File: src/hw/rtl/rgp_pkg.sv
// Shared types, widths and constants of the RGB-to-gray pooling block.
package rgp_pkg;

	// Field widths
	localparam int PIX_W     = 8;
	localparam int FW_W      = 11;
	localparam int FH_W      = 12;
	localparam int WIN_W     = 4;
	localparam int STEP_W    = 4;
	localparam int LEVEL_W   = 4;
	localparam int OROW_W    = 11;
	localparam int OCOL_W    = 10;
	localparam int ROW_W     = 11;
	localparam int DIM_W     = 12;
	localparam int CFG_IDX_W = 4;
	localparam int CFG_DAT_W = 12;

	// Default sizes of the line store and the frame height limit
	localparam int DEF_MAX_WIDTH  = 1024;
	localparam int DEF_MAX_WINDOW = 8;
	localparam int MAX_HEIGHT     = 2048;

	// Register reset values
	localparam logic [FW_W-1:0]   FW_RESET   = 11'd640;
	localparam logic [FH_W-1:0]   FH_RESET   = 12'd480;
	localparam logic [WIN_W-1:0]  WIN_RESET  = 4'd2;
	localparam logic [STEP_W-1:0] STEP_RESET = 4'd2;

	// Register indexes
	localparam logic [CFG_IDX_W-1:0] REG_FRAME_WIDTH  = 4'd0;
	localparam logic [CFG_IDX_W-1:0] REG_FRAME_HEIGHT = 4'd1;
	localparam logic [CFG_IDX_W-1:0] REG_WINDOW_SIZE  = 4'd2;
	localparam logic [CFG_IDX_W-1:0] REG_STEP_SIZE    = 4'd3;

	// Luma weights in 0.16 fixed point
	localparam logic [15:0] GRAY_R = 16'd19595;
	localparam logic [15:0] GRAY_G = 16'd38470;
	localparam logic [15:0] GRAY_B = 16'd7471;

	// Controller to datapath commands
	typedef struct packed {
		logic accept;
		logic write;
		logic rd_issue;
		logic div_init;
		logic div_step;
		logic out_load;
	} rgp_cmd_t;

	// Datapath to controller status
	typedef struct packed {
		logic emit;
		logic rd_last;
		logic div_last;
	} rgp_sts_t;

endpackage

File: src/hw/rtl/rgp_ctrl.sv
// Controller: sequences store, window read, division and output load per pixel.
module rgp_ctrl
	import rgp_pkg::*;
(
	input  logic     clk,
	input  logic     arst_n,
	input  logic     in_valid,
	output logic     in_ready,
	output logic     out_valid,
	input  logic     out_ready,
	input  rgp_sts_t sts,
	output rgp_cmd_t cmd
);

	typedef enum logic [6:0] {
		S_IDLE  = 7'b0000001,
		S_WRITE = 7'b0000010,
		S_READ  = 7'b0000100,
		S_DRAIN = 7'b0001000,
		S_DINIT = 7'b0010000,
		S_DIV   = 7'b0100000,
		S_DONE  = 7'b1000000
	} state_t;

	state_t state_q;
	state_t state_d;
	logic   out_valid_q;
	logic   out_free;

	assign out_free = !out_valid_q || out_ready;

	// Next state and commands
	always_comb begin
		state_d  = state_q;
		cmd      = '0;
		in_ready = 1'b0;
		case (state_q)
			S_IDLE: begin
				in_ready   = 1'b1;
				cmd.accept = in_valid;
				if (in_valid) begin
					state_d = S_WRITE;
				end
			end
			S_WRITE: begin
				cmd.write = 1'b1;
				state_d   = sts.emit ? S_READ : S_IDLE;
			end
			S_READ: begin
				cmd.rd_issue = 1'b1;
				if (sts.rd_last) begin
					state_d = S_DRAIN;
				end
			end
			S_DRAIN: begin
				state_d = S_DINIT;
			end
			S_DINIT: begin
				cmd.div_init = 1'b1;
				state_d      = S_DIV;
			end
			S_DIV: begin
				cmd.div_step = 1'b1;
				if (sts.div_last) begin
					state_d = S_DONE;
				end
			end
			S_DONE: begin
				if (out_free) begin
					cmd.out_load = 1'b1;
					state_d      = S_IDLE;
				end
			end
			default: begin
				state_d = S_IDLE;
			end
		endcase
	end

	// State and output valid
	always_ff @(posedge clk or negedge arst_n) begin
		if (!arst_n) begin
			state_q     <= S_IDLE;
			out_valid_q <= 1'b0;
		end else begin
			state_q <= state_d;
			if (cmd.out_load) begin
				out_valid_q <= 1'b1;
			end else if (out_ready) begin
				out_valid_q <= 1'b0;
			end
		end
	end

	assign out_valid = out_valid_q;

endmodule

File: config.mk
export PLATFORM = sky130hd
export DESIGN_NAME = rgp_ctrl
export DESIGN_NICKNAME = d
export VERILOG_FILES = /design/src/hw/rtl/rgp_pkg.sv /design/src/hw/rtl/rgp_ctrl.sv
export SDC_FILE = /design/constraint.sdc
export NUM_CORES = 1
export LEC_CHECK = 0
export ABC_AREA = 1
export BUFFER_PORTS_ARGS = -buffer_cell sky130_fd_sc_hd__buf_2
export CAP_MARGIN = 10
export CORE_AREA = 2 2 39 41
export CTS_CLUSTER_SIZE = 24
export DETAILED_ROUTE_END_ITERATION = 10
export DIE_AREA = 0 0 41 43
export MAX_ROUTING_LAYER = met4
export PLACE_DENSITY_LB_ADDON = 0.15
export SETUP_SLACK_MARGIN = 0.3
export SYNTH_ARGS = -nofsm -noshare
export SYNTH_HDL_FRONTEND = slang
export SYNTH_SLANG_ARGS = --single-unit
File: constraint.sdc
create_clock -name clk -period 1.1 [get_ports clk]
set_input_delay 0.22 -clock clk [delete_from_list [all_inputs] [get_ports clk]]
set_output_delay 0.22 -clock clk [all_outputs]
set_load 0.02 [all_outputs]
==> impl_metrics.sql, run 1 <==
INSERT INTO impl_metrics (metric_group, metric, value, unit) VALUES
('clock_tree', 'h-tree-depth', '1', ''),
('timing', 'setup_slack', '-0.466', 'ns'),
('placed_design', 'gpl.final_weighted_congestion', '0.852', ''),
('placed_design', 'dpl.hpwl', '962', 'µm'),
('worst_setup_path', 'kind_of_end_point_of_the_critical_path', 'output pin', ''),
('yosys', 'netlist_area', '487', 'µm²'),
('placed_design', 'detailed_place.area', '694', 'µm²'),
('worst_setup_path', 'critical_path.reg2reg.endpoint', 'state_q[0]', ''),
('drt', 'post_drt_wl_per_cell', '14.4', 'µm'),
('global_route', 'gr-usage-met1', '25.1', '%'),
('timing', 'slew_headroom', '83.5', '%'),
('pwr', 'vdd_drop_max', '0.00132', 'V'),
('worst_setup_path', 'cpMaxStageDelayCell', 'dfstp_2', ''),
('worst_setup_path', 'critPathKind', 'reg -> out', ''),
('drt', 'routed_wl', '1950', 'µm'),
('drt', 'detailedRoute.firstIterationViolations', '18', ''),
('floorplan', 'core_area', '1380', 'µm²'),
('drt', 'viasPerCell', '4.81', ''),
('layout', 'drive_gt1_share', '74.8', '%'),
('yosys', 'proportion_of_synthesized_chip_area_in_sequential_cells', '41.4', '%'),
('worst_setup_path', 'critical_path.cell_chain', 'inv_2, nand4_1, buf_4, nor2_4, buf_6', ''),
('timing', 'finalHoldViolCount', '0', ''),
('worst_setup_path', 'critical-path-top-delay-family', 'flip-flops', ''),
('global_route', 'global_route.usage.met3', '4.71', '%'),
('yosys', 'synthesis.area_per_instance', '6.95', 'µm²'),
('timing', 'finalSetupViolCount', '15', ''),
('worst_setup_path', 'critPathArrivalTime', '1.35', 'ns'),
('placed_design', 'count_of_input_and_output_buffers', '14', ''),
('global_route', 'grt_start_max_net_pins', '9', ''),
('yosys', 'gate_count_of_the_mapped_netlist', '70', ''),
('job', 'cap_viol_max_count', '0', ''),
('worst_setup_path', 'rrSetupSlack', '-0.43', 'ns'),
('clock_tree', 'ctsRootBufferMaster', 'clkbuf_4', ''),
('global_route', 'grt_pass1_vias', '590', ''),
('floorplan', 'effective_utilization_at_floorplan', '35.2', '%'),
('clock_tree', 'clock-sinks', '8', ''),
('yosys', 'post_synth_num_cell_types', '16', ''),
('clock_tree', 'max-clock-path-buffers', '2', ''),
('clock_tree', 'cts-buffers-inserted', '3', ''),
('worst_hold_path', 'min-delay-start', 'out_ready', ''),
('worst_setup_path', 'critPathLaunch', 'state_q[0]', ''),
('worst_setup_path', 'cp_max_fo', '3', ''),
('outcome', 'violations', 'setup timing', ''),
('layout', 'final_common_cell', 'buf_6', ''),
('layout', 'nets_final', '127', ''),
('timing', 'post_route_minimum_period', '1.57', 'ns'),
('worst_setup_path', 'critPathLaunchType', 'flop', ''),
('layout', 'area_delta_synth_final', '124', '%'),
('drt', 'num_vias', '650', ''),
('floorplan', 'std_cell_rows', '14', ''),
('pwr', 'power.density_cell_area', '1950', 'nW/µm²'),
('global_route', 'use_met2', '32.8', '%'),
('global_route', 'antenna_found_initial', '0', ''),
('yosys', 'ys_seq_elements', '8', ''),
('timing', 'slew_violations', '0', ''),
('outcome', 'status', 'complete, but fails checks', ''),
('worst_setup_path', 'critical_path_cell_count', '5', ''),
('worst_setup_path', 'r2r-start', 'state_q[0]', ''),
('worst_setup_path', 'path_buf_inv', '3', ''),
('timing', 'final_min_period_over_clock_period', '142', '%'),
('layout', 'diodes_inserted', '0', ''),
('clock_tree', 'worst_skew_pair.late_latency', '0.27', 'ns'),
('global_route', 'globalRoute.totalOverflow', '0', ''),
('worst_hold_path', 'worst_hold_path_type', 'in -> reg', ''),
('floorplan', 'pin_count', '15', ''),
('global_route', 'gr-usage-all-layers', '21.8', '%'),
('layout', 'n_fill_cell', '88', ''),
('worst_setup_path', 'critPathMaxStageDelay', '0.56', 'ns'),
('timing', 'fin_tns_setup', '-5.07', 'ns'),
('drt', 'detail_route.drc_violations', '0', ''),
('worst_setup_path', 'rr_worst_depth', '10', '');
==> layout make-up <==
cell class,count,area (µm²),share of cell area [%]
inverters,14,52.6,4.83
flip-flops and latches,8,203,18.6
well taps,16,20.0,1.84
repair buffers,45,408,37.5
clock buffers,4,26.3,2.41
multi-input cells,48,379,34.8
==> state kept, by name (all words and copies together), names as in the netlist <==
| name | cells |
|---|---|
| out_valid | 1 |
| state_q | 7 |
==> logic make-up after synthesis <==
| family | share of synthesized area [%] |
|---|---|
| AOI/OAI and AO/OA | 3.08 |
| and+or+nand+nor | 44.7 |
| buffers and inverters | 10.8 |
| DFF | 41.4 |
==> power breakdown <==
part	internal, mW	leakage (nW)	switching (mW)
clock	0.140	0.0150	0.135
combinational	0.733	0.417	0.722
sequential	0.355	0.106	0.0396
total	1.23	0.537	0.897
==> layer usage <==
| layer | part of all wire, % | vias up |
|---|---|---|
| met2 | 56 | 16 |
| met5 | 0 | - |
| met4 | 2.7 | 0 |
| met3 | 2.4 | 5 |
| met1 | 39 | 313 |
| li1 | - | 316 |
==> stage by stage <==
step	instances	util, %	hold WS, ns	setup slack [ns]	power (mW)
finish	135	78.7	0.150	-0.466	2.13
global route	135	78.7	0.158	-0.519	2.23
CTS	123	63.8	0.151	-0.421	1.74
detailed placement	110	50.2	0.0774	-0.188	1.11
global placement	110	50.2	0.0800	-0.171	1.11
floorplan	70	-	-0.0756	-0.0784	0.868
==> worst min-delay path by stage <==
stage | endpoint | slack [ns] | cells after the start
6_report | out_valid | 0.15 | 2
5_1_grt | out_valid | 0.16 | 2
4_1_cts | out_valid | 0.15 | 2
3_5_place_dp | out_valid | 0.08 | 1
3_3_place_gp | out_valid | 0.08 | 1
2_1_floorplan | out_valid | -0.08 | 0
==> cells in the mapped netlist <==
master,instances,area [µm²]
nand4_1,1,6.26
dfrtp_1,7,175
o21ai_0,2,10.0
nor2_2,2,12.5
nand3b_1,1,7.51
nand2_2,3,18.8
nand2_1,16,60.1
nor3_1,3,15.0
nor2_1,11,41.3
nor2_4,1,11.3
inv_2,6,22.5
dfstp_2,1,26.3
inv_1,8,30.0
nand3_2,2,20.0
a21oi_1,1,5.00
nand3_1,5,25.0
==> timing repair <==
item                                   CTS  global route
resized for setup                       27            30
pin swaps                                9            12
endpoints found under the hold margin    7             0
setup endpoints to repair               16            16
hold buffers                             1             0
cloned                                   0             0
buffers inserted                         8            12
No activity file was read; power rests on OpenSTA's default activity.
==> run 2, diff against run 1 <==
clock period = 1.7 ns   (was 1.1 ns; I/O delays follow)
==> run 2 against run 1 <==
Compared with the run above:
- the flow now finishes without violations
- non-clock buffer count shrank 20
- utilization fell by 20 points
- final cell count fell by 15%
- sequential power fell by 36%
- setup slack better by 0.52 ns
- critical path type unchanged
- largest cell class is now multi-input gates
==> impl_metrics.sql, run 2 (same netlist as run 1, synthesis figures left out) <==
INSERT INTO impl_metrics (metric_group, metric, value, unit) VALUES
('worst_setup_path', 'cpMaxStageDelayCell', 'dfstp_2', ''),
('global_route', 'gr-usage-all-layers', '16.6', '%'),
('pwr', 'p_sw', '0.430', 'mW'),
('floorplan', 'std_cell_rows', '14', ''),
('worst_setup_path', 'critPathArrivalTime', '1.30', 'ns'),
('timing', 'setup_slack', '0.0564', 'ns'),
('layout', 'nets_final', '107', ''),
('worst_setup_path', 'cp_max_fo', '3', ''),
('placed_design', 'count_of_input_and_output_buffers', '14', ''),
('worst_setup_path', 'critPathMaxStageDelay', '0.55', 'ns'),
('global_route', 'antenna_found_initial', '0', ''),
('worst_setup_path', 'critPathLaunchType', 'flop', ''),
('drt', 'viasPerCell', '4.56', ''),
('placed_design', 'gpl.final_weighted_congestion', '0.867', ''),
('layout', 'final_common_cell', 'nand2_1', ''),
('clock_tree', 'max-clock-path-buffers', '2', ''),
('floorplan', 'dieArea', '1760', 'µm²'),
('drt', 'num_vias', '524', ''),
('layout', 'layout_common_cells', 'nand2_1, buf_6, inv_2', ''),
('global_route', 'grt_pass1_vias', '474', ''),
('floorplan', 'effective_utilization_at_floorplan', '35.2', '%'),
('placed_design', 'dp_worst_setup_slack', '0.267', 'ns'),
('global_route', 'globalRoute.totalOverflow', '0', ''),
('worst_setup_path', 'critical_path.cell_chain', 'nand2_1, nor2_4, nand2_2, nor2_2, buf_6', ''),
('clock_tree', 'h-tree-depth', '1', ''),
('worst_setup_path', 'rrSetupSlack', '0.23', 'ns'),
('timing', 'final_min_period_over_clock_period', '96.7', '%'),
('layout', 'max_flop_register', 'state_q', ''),
('global_route', 'grt_pass1_wl', '1890', 'µm'),
('drt', 'drt_pre_antenna_iters', '2', ''),
('pwr', 'seq_power_share', '24.5', '%'),
('worst_hold_path', 'worst_hold_path_type', 'in -> reg', ''),
('floorplan', 'core_area', '1380', 'µm²'),
('layout', 'area_delta_synth_final', '66.6', '%'),
('timing', 'setup_repair_after_global_routing_missed_its_margin', 'true', ''),
('placed_design', 'dpl.hpwl', '841', 'µm'),
('worst_setup_path', 'required', '1.36', 'ns'),
('layout', 'drive_gt1_share', '58.6', '%'),
('worst_setup_path', 'critPathKind', 'reg -> out', ''),
('pwr', 'total_power', '1.03', 'mW'),
('pwr', 'sw_frac_of_total', '41.8', '%'),
('pwr', 'clkPwrFrac', '16.6', '%'),
('timing', 'finClkSkew', '0.00756', 'ns'),
('pwr', 'power_frac_comb', '58.8', '%'),
('clock_tree', 'clock-sinks', '8', ''),
('pwr', 'vdd_drop_max', '0.000632', 'V'),
('clock_tree', 'worst_skew_pair.late_latency', '0.27', 'ns'),
('outcome', 'status', 'finished, final reports clean', ''),
('layout', 'diodes_inserted', '0', ''),
('pwr', 'power.density_cell_area', '1270', 'nW/µm²'),
('worst_setup_path', 'path_buf_inv', '1', ''),
('timing', 'finalSetupViolCount', '0', ''),
('drt', 'drtAntennaViolNets', '0', ''),
('placed_design', 'dpl.cell_count', '100', ''),
('clock_tree', 'cts-buffers-inserted', '3', ''),
('timing', 'slew_violations', '0', ''),
('layout', 'fin_cells', '115', ''),
('layout', 'largest_register_ff_count', '7', ''),
('floorplan', 'dieWidth', '41', 'µm'),
('pwr', 'power_leakage', '0.436', 'nW'),
('drt', 'post_drt_wl_per_cell', '10.6', 'µm'),
('drt', 'detail_route.drc_violations', '0', ''),
('timing', 'post_route_minimum_period', '1.64', 'ns'),
('timing', 'slew_headroom', '83.5', '%'),
('job', 'cap_viol_max_count', '0', ''),
('timing', 'finalHoldViolCount', '0', ''),
('floorplan', 'pin_count', '15', ''),
('clock_tree', 'clock_edge_transition_at_the_registers_on_the_reported_setup_and_hold_paths', '0.06', 'ns'),
('clock_tree', 'ctsRootBufferMaster', 'clkbuf_4', ''),
('drt', 'routed_wl', '1220', 'µm'),
('floorplan', 'die_y', '43', 'µm'),
('timing', 'max_freq', '608', 'MHz'),
('pwr', 'intPower', '0.599', 'mW'),
('global_route', 'grt_start_max_net_pins', '9', ''),
('timing', 'worst_slew_pin_slew', '0.247', 'ns'),
('clock_tree', 'tritoncts', 'built', ''),
('worst_setup_path', 'kind_of_end_point_of_the_critical_path', 'output pin', ''),
('worst_setup_path', 'critical-path-top-delay-family', 'flip-flops', ''),
('drt', 'detailedRoute.firstIterationViolations', '1', '');
==> run 2: cell count changes in the layout (fill, tap and decap cells not counted), moves of 3 or more <==
| cell | delta |
|---|---|
| nor3_2 | +3 |
| nor2_2 | +3 |
| nand2_4 | -3 |
| nor2_4 | -5 |
| nand2_1 | +6 |
| buf_4 | -9 |
| buf_6 | -12 |
| nand2_2 | -3 |
==> run 2: area by class of cell <==
cell class	instances	area, µm²
timing repair buffer	25	210
tap	16	20.0
fill	139	573
inverter	14	52.6
clock buffer	4	26.3
sequential	8	201
multi-input combinational	48	300
==> run 2: through the flow <==
step           instance area [µm²]  hold slack, ns  setup TNS (ns)  utilization, %
2_1_floorplan                  489          0.0444               0               -
3_3_place_gp                   579           0.197               0            41.9
3_5_place_dp                   579           0.195               0            41.9
4_1_cts                        721           0.283               0            52.1
5_1_grt                        811           0.301         -0.0270            58.6
6_report                       811           0.271               0            58.6
==> run 2: layer usage <==
| metal | vias up | routed length, µm | global-route usage, % |
|---|---|---|---|
| met4 | 0 | 34 | 6.00 |
| met2 | 11 | 624 | 24.1 |
| met3 | 5 | 55 | 6.28 |
| met5 | - | 0 | - |
| li1 | 270 | - | - |
| met1 | 238 | 507 | 20.5 |
==> run 2: repair_timing <==
action / CTS / global route
hold endpoints to repair: 7 / 0
hold buffers: 1 / 0
pin swaps: 8 / 16
setup buffers: 7 / 3
resized for setup: 20 / 17
endpoints found under the setup margin: 7 / 9
==> run 2: final timing paths <==
kind                       cells after the start          to  startpoint
setup / recovery                               5      cmd[5]  state_q[0]
hold / removal                                 2   out_valid   out_ready
setup reg to reg                              11  state_q[0]  state_q[0]
hold reg to reg                                2   out_valid   out_valid
max in group asynchronous                      2  state_q[0]      arst_n
min in group asynchronous                      2   out_valid      arst_n
==> run 2: power by group through the flow <==
| stage | logic, mW | clock network (mW) | registers [mW] |
|---|---|---|---|
| after global routing | 0.656 | 0.184 | 0.256 |
| after global placement | 0.343 | 0 | 0.250 |
| after CTS | 0.495 | 0.169 | 0.249 |
| after detailed placement | 0.348 | 0 | 0.250 |
| final | 0.606 | 0.171 | 0.252 |
| after floorplan | 0.265 | 0 | 0.249 |
==> run 3, diff against run 2 <==
CTS_BUF_LIST = sky130_fd_sc_hd__clkbuf_4 sky130_fd_sc_hd__clkbuf_8 sky130_fd_sc_hd__clkbuf_16   (was unset)
==> run 3 against run 2 <==
Compared with the run above:
- utilization grew 0.27 points
- largest cell class unchanged
- clock skew is essentially flat
- routed wire length is the same
- design area grew 0.46%
- final cell count is the same
- total power grew 1.6%
- combinational power is essentially flat
- critical endpoint unchanged
==> impl_metrics.sql, run 3 (same netlist as run 1, synthesis figures left out) <==
INSERT INTO impl_metrics (metric_group, metric, value, unit) VALUES
('worst_setup_path', 'critPathLaunch', 'state_q[0]', ''),
('placed_design', 'detailed_place.area', '579', 'µm²'),
('clock_tree', 'cts-buffers-inserted', '3', ''),
('layout', 'largest_register_ff_count', '7', ''),
('placed_design', 'gpl.final_weighted_congestion', '0.867', ''),
('worst_setup_path', 'critPathKind', 'reg -> out', ''),
('pwr', 'vdd_drop_max', '0.000632', 'V'),
('worst_setup_path', 'critPathLaunchType', 'flop', ''),
('pwr', 'power.density_cell_area', '1280', 'nW/µm²'),
('clock_tree', 'max-clock-path-buffers', '2', ''),
('clock_tree', 'h-tree-depth', '1', ''),
('placed_design', 'dpl.cell_count', '100', ''),
('pwr', 'power_leakage', '0.439', 'nW'),
('timing', 'timing.hold.ws', '0.271', 'ns'),
('drt', 'post_drt_wl_per_cell', '10.6', 'µm'),
('floorplan', 'core_area', '1380', 'µm²'),
('floorplan', 'dieArea', '1760', 'µm²'),
('job', 'cap_viol_max_count', '0', ''),
('worst_setup_path', 'rr_worst_depth', '11', ''),
('floorplan', 'std_cell_rows', '14', ''),
('global_route', 'grt_pass1_vias', '474', ''),
('layout', 'postLayoutCellArea', '815', 'µm²'),
('clock_tree', 'worst_skew_pair.late_latency', '0.27', 'ns'),
('clock_tree', 'ctsRootBufferMaster', 'clkbuf_4', ''),
('floorplan', 'die_y', '43', 'µm'),
('worst_setup_path', 'kind_of_end_point_of_the_critical_path', 'output pin', ''),
('layout', 'diodes_inserted', '0', ''),
('floorplan', 'dieWidth', '41', 'µm'),
('timing', 'finalSetupViolCount', '0', ''),
('clock_tree', 'clock-sinks', '8', ''),
('worst_setup_path', 'critical_path_cell_count', '5', ''),
('drt', 'drtAntennaViolNets', '0', ''),
('global_route', 'gr-usage-all-layers', '16.6', '%'),
('global_route', 'globalRoute.totalOverflow', '0', ''),
('worst_setup_path', 'critical_path.cell_chain', 'nand2_1, nor2_4, nand2_2, nor2_2, buf_6', ''),
('worst_setup_path', 'cpMaxStageDelayCell', 'dfstp_2', ''),
('global_route', 'antenna_found_initial', '0', ''),
('drt', 'met3_length', '55', 'µm'),
('layout', 'nets_final', '107', ''),
('floorplan', 'pin_count', '15', ''),
('worst_setup_path', 'r2r-start', 'state_q[0]', ''),
('worst_setup_path', 'cp-endpoint', 'cmd[5]', ''),
('timing', 'fin_tns_setup', '0', 'ns'),
('layout', 'finish.utilization', '58.9', '%'),
('timing', 'setup_repair_after_global_routing_missed_its_margin', 'true', ''),
('placed_design', 'dpl.hpwl', '841', 'µm'),
('drt', 'wirelength_met1', '509', 'µm'),
('timing', 'max_freq', '608', 'MHz'),
('drt', 'drt_pre_antenna_iters', '2', ''),
('worst_setup_path', 'critical-path-top-delay-family', 'flip-flops', ''),
('drt', 'detail_route.drc_violations', '0', ''),
('drt', 'met2_length', '624', 'µm'),
('worst_setup_path', 'critPathMaxStageDelay', '0.55', 'ns'),
('global_route', 'grt_pass1_wl', '1890', 'µm'),
('layout', 'layout_common_cells', 'nand2_1, buf_6, inv_2', ''),
('layout', 'n_fill_cell', '137', ''),
('placed_design', 'count_of_input_and_output_buffers', '14', ''),
('timing', 'setup_slack', '0.0558', 'ns'),
('layout', 'fin_cells', '115', ''),
('worst_setup_path', 'rrSetupSlack', '0.23', 'ns'),
('layout', 'max_flop_register', 'state_q', ''),
('global_route', 'grt_start_max_net_pins', '9', ''),
('worst_setup_path', 'cp_max_fo', '3', ''),
('worst_hold_path', 'worst_hold_path_type', 'in -> reg', ''),
('timing', 'finalHoldViolCount', '0', ''),
('worst_setup_path', 'required', '1.36', 'ns'),
('layout', 'area_delta_synth_final', '67.4', '%'),
('drt', 'detailedRoute.firstIterationViolations', '1', ''),
('timing', 'worst_slew_pin_slew', '0.247', 'ns'),
('worst_setup_path', 'critPathArrivalTime', '1.30', 'ns'),
('timing', 'finClkSkew', '0.00751', 'ns'),
('floorplan', 'effective_utilization_at_floorplan', '35.2', '%'),
('timing', 'slew_violations', '0', ''),
('drt', 'uppermost_layer_routed', 'met4', ''),
('layout', 'drive_gt1_share', '59.6', '%'),
('outcome', 'status', 'finished, final reports clean', ''),
('timing', 'slew_headroom', '83.5', '%'),
('clock_tree', 'tritoncts', 'built', ''),
('placed_design', 'dp_worst_setup_slack', '0.267', 'ns'),
('worst_setup_path', 'critical_path.reg2reg.endpoint', 'state_q[0]', ''),
('drt', 'viasPerCell', '4.56', ''),
('drt', 'routed_wl', '1220', 'µm'),
('layout', 'final_common_cell', 'nand2_1', ''),
('worst_setup_path', 'path_buf_inv', '1', ''),
('timing', 'post_route_minimum_period', '1.64', 'ns'),
('timing', 'final_min_period_over_clock_period', '96.7', '%'),
('pwr', 'total_power', '1.05', 'mW'),
('drt', 'num_vias', '524', ''),
('clock_tree', 'clock_edge_transition_at_the_registers_on_the_reported_setup_and_hold_paths', '0.06', 'ns');
run 3: final cells by class:
type,count,area [µm²],area share [%]
Multi-Input combinational cell,48,300,36.9
Timing Repair Buffer,25,210,25.8
Sequential cell,8,201,24.7
Inverter,14,52.6,6.45
Clock buffer,4,30.0,3.69
Tap cell,16,20.0,2.46
run 3: worst min-delay path by stage:
stage | startpoint | end | slack [ns] | cells past startpoint
5_1_grt | sts[2] | state_q[2] | 0.30 | 3
2_1_floorplan | arst_n | out_valid | 0.04 | 0
4_1_cts | out_ready | out_valid | 0.29 | 2
3_5_place_dp | arst_n | out_valid | 0.19 | 1
6_report | out_ready | out_valid | 0.27 | 2
3_3_place_gp | arst_n | out_valid | 0.20 | 1
run 3: repair_timing:
item	in CTS	in global routing
hold buffers	1	0
pin swaps	8	16
setup endpoints to repair	7	9
hold endpoints to repair	7	0
setup buffers	7	3
gates resized for setup	20	17
run 3: power by group:
group	internal, mW	switching (mW)
combinational	0.279	0.327
clock	0.107	0.0806
sequential	0.230	0.0224
total	0.615	0.430
run 3: metal layers:
metal,vias up,track usage [%]
met5,-,-
met2,11,24.1
met3,5,6.28
met4,0,6.00
li1,270,-
met1,238,20.5
